File: config.mk
export PLATFORM = sky130hd
export DESIGN_NAME = pcs_ctrl
export DESIGN_NICKNAME = d
export VERILOG_FILES = /design/src/rtl/core/pcs_pkg.sv /design/src/rtl/core/pcs_ctrl.sv
export SDC_FILE = /design/constraint.sdc
export NUM_CORES = 1
export LEC_CHECK = 0
export ABC_AREA = 1
export BUFFER_PORTS_ARGS = -buffer_cell sky130_fd_sc_hd__buf_2
export CORE_MARGIN = 2
export CORE_UTILIZATION = 30
export DETAILED_ROUTE_END_ITERATION = 10
export MAX_ROUTING_LAYER = met4
export PLACE_DENSITY_LB_ADDON = 0.08
export SLEW_MARGIN = 15
export SYNTH_ARGS = -nofsm -noshare
export SYNTH_HDL_FRONTEND = slang
export SYNTH_SLANG_ARGS = --single-unit
File: constraint.sdc
create_clock -name i_clk -period 1.67 [get_ports i_clk]
set_clock_uncertainty 0.1 [all_clocks]
set_input_delay 0.167 -clock i_clk [delete_from_list [all_inputs] [get_ports i_clk]]
set_output_delay 0.167 -clock i_clk [all_outputs]
set_load 0.02 [all_outputs]
File: src/rtl/core/pcs_pkg.sv
// Package for the polygon centroid block: beat payload types, controller
// states, the controller-to-datapath command and status bundles and sizes.
// No dependencies.
package pcs_pkg;

    localparam int COORD_W  = 16;
    localparam int PROD_W   = 2 * COORD_W;
    localparam int CROSS_W  = PROD_W + 1;
    localparam int SUM_W    = COORD_W + 1;
    localparam int MOM_W    = SUM_W + CROSS_W;
    localparam int XSUM_W   = 48;
    localparam int MSUM_W   = 64;
    localparam int DEN_W    = XSUM_W + 2;
    localparam int QUOT_W   = COORD_W + 1;
    localparam int DIV_STEPS = QUOT_W;
    localparam int DCNT_W   = $clog2(DIV_STEPS);
    localparam int DVS_W    = DEN_W + COORD_W;

    typedef struct packed {
        logic signed [COORD_W-1:0] vertex_x;
        logic signed [COORD_W-1:0] vertex_y;
        logic                      last_vertex;
    } t_vertex;

    typedef struct packed {
        logic signed [COORD_W-1:0] centroid_x;
        logic signed [COORD_W-1:0] centroid_y;
        logic                      degenerate;
    } t_result;

    typedef enum logic [3:0] {
        ST_IDLE,
        ST_MUL,
        ST_CROSS,
        ST_MOM,
        ST_ACC,
        ST_PREP,
        ST_START_X,
        ST_WAIT_X,
        ST_START_Y,
        ST_WAIT_Y,
        ST_OUT
    } t_state;

    typedef struct packed {
        logic cap;
        logic mul;
        logic xprod;
        logic mom;
        logic acc;
        logic load_close;
        logic prep;
        logic div_start;
        logic sel_y;
        logic load_out;
    } t_dp_cmd;

    typedef struct packed {
        logic last;
        logic closing;
        logic degen;
        logic div_done;
        logic out_free;
    } t_dp_stat;

endpackage

File: src/rtl/core/pcs_ctrl.sv
// Controller: sequences vertex capture, the per-edge product steps, the
// closing edge and, unless the polygon is degenerate, the two divisions. Uses pcs_pkg.
module pcs_ctrl (
    input  logic               i_clk,
    input  logic               i_rst_n,
    input  logic               i_vertex_valid,
    output logic               o_vertex_ready,
    input  pcs_pkg::t_dp_stat  i_stat,
    output pcs_pkg::t_dp_cmd   o_cmd
);

    pcs_pkg::t_state r_state, n_state;

    always_ff @(posedge i_clk) begin
        if (!i_rst_n) begin
            r_state <= pcs_pkg::ST_IDLE;
        end else begin
            r_state <= n_state;
        end
    end

    always_comb begin
        n_state = r_state;
        case (r_state)
            pcs_pkg::ST_IDLE: begin
                if (i_vertex_valid) n_state = pcs_pkg::ST_MUL;
            end
            pcs_pkg::ST_MUL:   n_state = pcs_pkg::ST_CROSS;
            pcs_pkg::ST_CROSS: n_state = pcs_pkg::ST_MOM;
            pcs_pkg::ST_MOM:   n_state = pcs_pkg::ST_ACC;
            pcs_pkg::ST_ACC: begin
                if (!i_stat.last) begin
                    n_state = pcs_pkg::ST_IDLE;
                end else if (!i_stat.closing) begin
                    n_state = pcs_pkg::ST_MUL;
                end else begin
                    n_state = pcs_pkg::ST_PREP;
                end
            end
            pcs_pkg::ST_PREP: n_state = pcs_pkg::ST_START_X;
            pcs_pkg::ST_START_X: begin
                n_state = i_stat.degen ? pcs_pkg::ST_OUT : pcs_pkg::ST_WAIT_X;
            end
            pcs_pkg::ST_WAIT_X: begin
                if (i_stat.div_done) n_state = pcs_pkg::ST_START_Y;
            end
            pcs_pkg::ST_START_Y: n_state = pcs_pkg::ST_WAIT_Y;
            pcs_pkg::ST_WAIT_Y: begin
                if (i_stat.div_done) n_state = pcs_pkg::ST_OUT;
            end
            pcs_pkg::ST_OUT: begin
                if (i_stat.out_free) n_state = pcs_pkg::ST_IDLE;
            end
            default: n_state = pcs_pkg::ST_IDLE;
        endcase
    end

    always_comb begin
        o_cmd          = '0;
        o_vertex_ready = 1'b0;
        case (r_state)
            pcs_pkg::ST_IDLE: begin
                o_vertex_ready = 1'b1;
                o_cmd.cap      = i_vertex_valid;
            end
            pcs_pkg::ST_MUL:   o_cmd.mul   = 1'b1;
            pcs_pkg::ST_CROSS: o_cmd.xprod = 1'b1;
            pcs_pkg::ST_MOM:   o_cmd.mom   = 1'b1;
            pcs_pkg::ST_ACC: begin
                o_cmd.acc        = 1'b1;
                o_cmd.load_close = i_stat.last && !i_stat.closing;
            end
            pcs_pkg::ST_PREP:    o_cmd.prep      = 1'b1;
            pcs_pkg::ST_START_X: o_cmd.div_start = !i_stat.degen;
            pcs_pkg::ST_WAIT_X:  o_cmd.sel_y     = 1'b0;
            pcs_pkg::ST_START_Y: begin
                o_cmd.div_start = 1'b1;
                o_cmd.sel_y     = 1'b1;
            end
            pcs_pkg::ST_WAIT_Y:  o_cmd.sel_y     = 1'b1;
            pcs_pkg::ST_OUT:     o_cmd.load_out  = i_stat.out_free;
            default: o_cmd = '0;
        endcase
    end

endmodule

==> results.toml <==
[timing]
timing.setup.tns_ps = 0
grt_setup_unrepaired = "no"
max-slew-margin-rel = 0.803
maxClockFrequency_ghz = 0.640
worst_margin_pin_slew_ps = 295
timing.final.hold_violations = 0
max_transition_viols_final = 0
final.period_utilization = 0.936
finalWorstPathRequiredPeriod_ps = 1560
final_setup_violation_count = 0
finalWorstSetupSlack_ps = 106

[drt]
remaining_drc_errors = 0
wl_per_cell_um = 8.98
detailed_route_iter0_violations = 2
route.vias.total = 517
detail_route.vias_per_cell = 4.42
routed_wire_length_um = 1050
drt_pre_antenna_iters = 4
antenna_violating_nets_post_route = 0

[min_path]
hold_path.startpoint = "i_rst_n"
worstHoldPathType = "input port to register"

[logic_synthesis]
yosysSeqAreaShare = 0.198
postSynthAreaPerCell_um2 = 4.99
yosys-top-cells-area = "sky130_fd_sc_hd__nand2_1 (26%), sky130_fd_sc_hd__dfxtp_1 (20%), sky130_fd_sc_hd__inv_1 (18%)"
synth.ff_latch_count = 4
synthesis.area_um2 = 404
yosys.area.top_type = "sky130_fd_sc_hd__nand2_1"
synth_nets = 89
ys.warnings.count = 0
synth_cell_types = 12
post_synth_inst_count = 81
fraction_of_synthesized_cell_area_taken_by_the_top_area_cell_type = 0.260

[final_layout]
largest_reg_flops = 4
top_register = "r_state"
post_layout_nonfiller_instances = 117
layout_commonest_cell = "sky130_fd_sc_hd__nand2_1"
areaGrowthSynthToFinish_pct = 34.7
insertedDiodeCount = 0
final_net_count = 112
fillerInstances = 165
ratio_of_cells_with_drive_above_1_in_the_final_layout = 0.284
layout_common_cells = "sky130_fd_sc_hd__nand2_1 (28), sky130_fd_sc_hd__inv_1 (19), sky130_fd_sc_hd__buf_2 (18), sky130_fd_sc_hd__nor2_1 (10), sky130_fd_sc_hd__nand3_1 (8)"
largest_registers = "r_state x4"

[global_route]
grt_start_max_net_pins = 7
gr-total-overflow = 0
global_route.peak_usage_layer = "met2"
use_met2 = 0.262
vias_in_the_first_global_route = 407
gr_util_met1 = 0.171
grt_first_pass_wirelength_um = 1610
globalRouteTotalUtil = 0.162
globalRouteMet3Util = 0.0326
grt_antenna_before_repair = 0

[clock_network]
clk_path_buf_depth = 2
cts-hold-fix-buffers = 0
path_clk_slew_ps = 40
cts-buffers-inserted = 3
cts_htree_levels = 1
tritoncts = "done"
worstSkewPairLatency_ps = 230
numClockSinks = 4
ctsRootBufferMaster = "sky130_fd_sc_hd__clkbuf_4"

[worst_setup_path]
setup.reg_to_reg.worst_slack_ps = 260
crit_family = "flip-flops"
worst_setup_path_category = "register to primary output"
critPathBufInv = 2
startpoint_type = "register"
crit_slowest_cell = "sky130_fd_sc_hd__dfxtp_1"
timing.critical_path.fanout_max = 5
critical_path_required_ps = 1400
critical-path-top-cell-by-count = "sky130_fd_sc_hd__nand2_1"
timing.critical_path.from = "r_state[3]"
worstSetupEndpointType = "primary output"
timing.critical_path.arrival_ps = 1300
crit-reg2reg-launch = "r_state[3]"
critical_path.max_stage_delay_ps = 440
crit_chain = "inv_1 -> nor2_2 -> nand2_1 -> nand2_1 -> buf_2"

[floorplanning]
die_area_um2 = 1660
placement_rows = 13
die_width_um = 40.7
floorplan.initialDensity = 0.315
die_h_um = 40.7
io_pins = 19
fp.coreArea_um2 = 1280

[status]
run_status = "finished clean"

[flow_run]
max_cap_viol_count = 0

[power_and_ir_drop]
p_leak_nw = 0.379
vdd.ir_drop.worst_uv = 295
power_density_nw_per_um2 = 717

[place]
dp_worst_setup_slack_ps = 303
number_of_cells_after_detailed_placement = 114
dpl.hpwl_um = 887
place_congestion = 0.772
port_buffers = 18
[routing by layer]
| metal | wire (µm) | up-vias | share of wire |
|---|---|---|---|
| li1 | - | 286 | - |
| met1 | 490 | 218 | 0.47 |
| met2 | 507 | 11 | 0.48 |
| met3 | 44 | 2 | 0.042 |
| met4 | 8 | 0 | 0.0076 |
| met5 | 0 | - | 0 |
[power by group]
group | internal (W) | switching [W] | total [W]
Combinational | 0.0000523 | 0.000105 | 0.000158
Clock | 0.0000802 | 0.0000362 | 0.000116
Sequential | 0.000105 | 0.0000111 | 0.000116
Total | 0.000238 | 0.000153 | 0.000390
[cells in the mapped netlist]
master,n
sky130_fd_sc_hd__inv_2,1
sky130_fd_sc_hd__nand2_2,1
sky130_fd_sc_hd__nor2_1,11
sky130_fd_sc_hd__nor2_2,3
sky130_fd_sc_hd__nand4_1,2
sky130_fd_sc_hd__dfxtp_1,4
sky130_fd_sc_hd__a21oi_2,1
sky130_fd_sc_hd__inv_1,19
sky130_fd_sc_hd__a21oi_1,2
sky130_fd_sc_hd__nand2_1,28
sky130_fd_sc_hd__nor4_1,1
sky130_fd_sc_hd__nand3_1,8
[final cells by class]
type	instances	area, µm²	area share
well taps	15	18.8	0.0345
repair buffers	18	90.1	0.166
flip-flops and latches	4	81.3	0.149
inverters	20	75.1	0.138
multi-input cells	57	256	0.471
clock buffers	3	22.5	0.0414
[logic make-up (layout without fill, tap and decap cells)]
kind of cell | count (synthesis) | count (layout) | share of synthesized area
flops | 4 | 4 | 0.198
buf+inv | 20 | 41 | 0.186
simple gates | 54 | 54 | 0.570
compound gates | 3 | 3 | 0.0464
[through the flow]
step / instance area (µm²) / hold slack (ps) / total power, W / util
global route: 544 / 41.2 / 0.000430 / 0.424
CTS: 536 / 27.2 / 0.000396 / 0.417
detailed placement: 513 / 271 / 0.000274 / 0.399
floorplan: 404 / 165 / 0.000228 / -
finish: 544 / 33.4 / 0.000390 / 0.424
global placement: 513 / 275 / 0.000276 / 0.399
[path summary, 6_finish.rpt]
path,end,cells past startpoint
worst max-delay path,o_cmd[2],5
worst min-delay path,r_state[2],3
worst max register to register,r_state[1],8
worst min register to register,r_state[1],2
[timing repair]
action,4_1_cts,5_1_grt
setup buffers,0,0
endpoints found under the setup margin,0,4
gates resized for setup,0,3
[worst register-to-register path: stages, from the launching register on]
cell                      delay [ps]
sky130_fd_sc_hd__dfxtp_1         440
sky130_fd_sc_hd__inv_1           120
sky130_fd_sc_hd__nor2_2          180
sky130_fd_sc_hd__nand2_1         100
sky130_fd_sc_hd__nand2_1          70
sky130_fd_sc_hd__nand2_1          60
sky130_fd_sc_hd__nand2_1          80
sky130_fd_sc_hd__nand2_1          60
sky130_fd_sc_hd__a21oi_2         120
(Power assumes the default switching activity.)
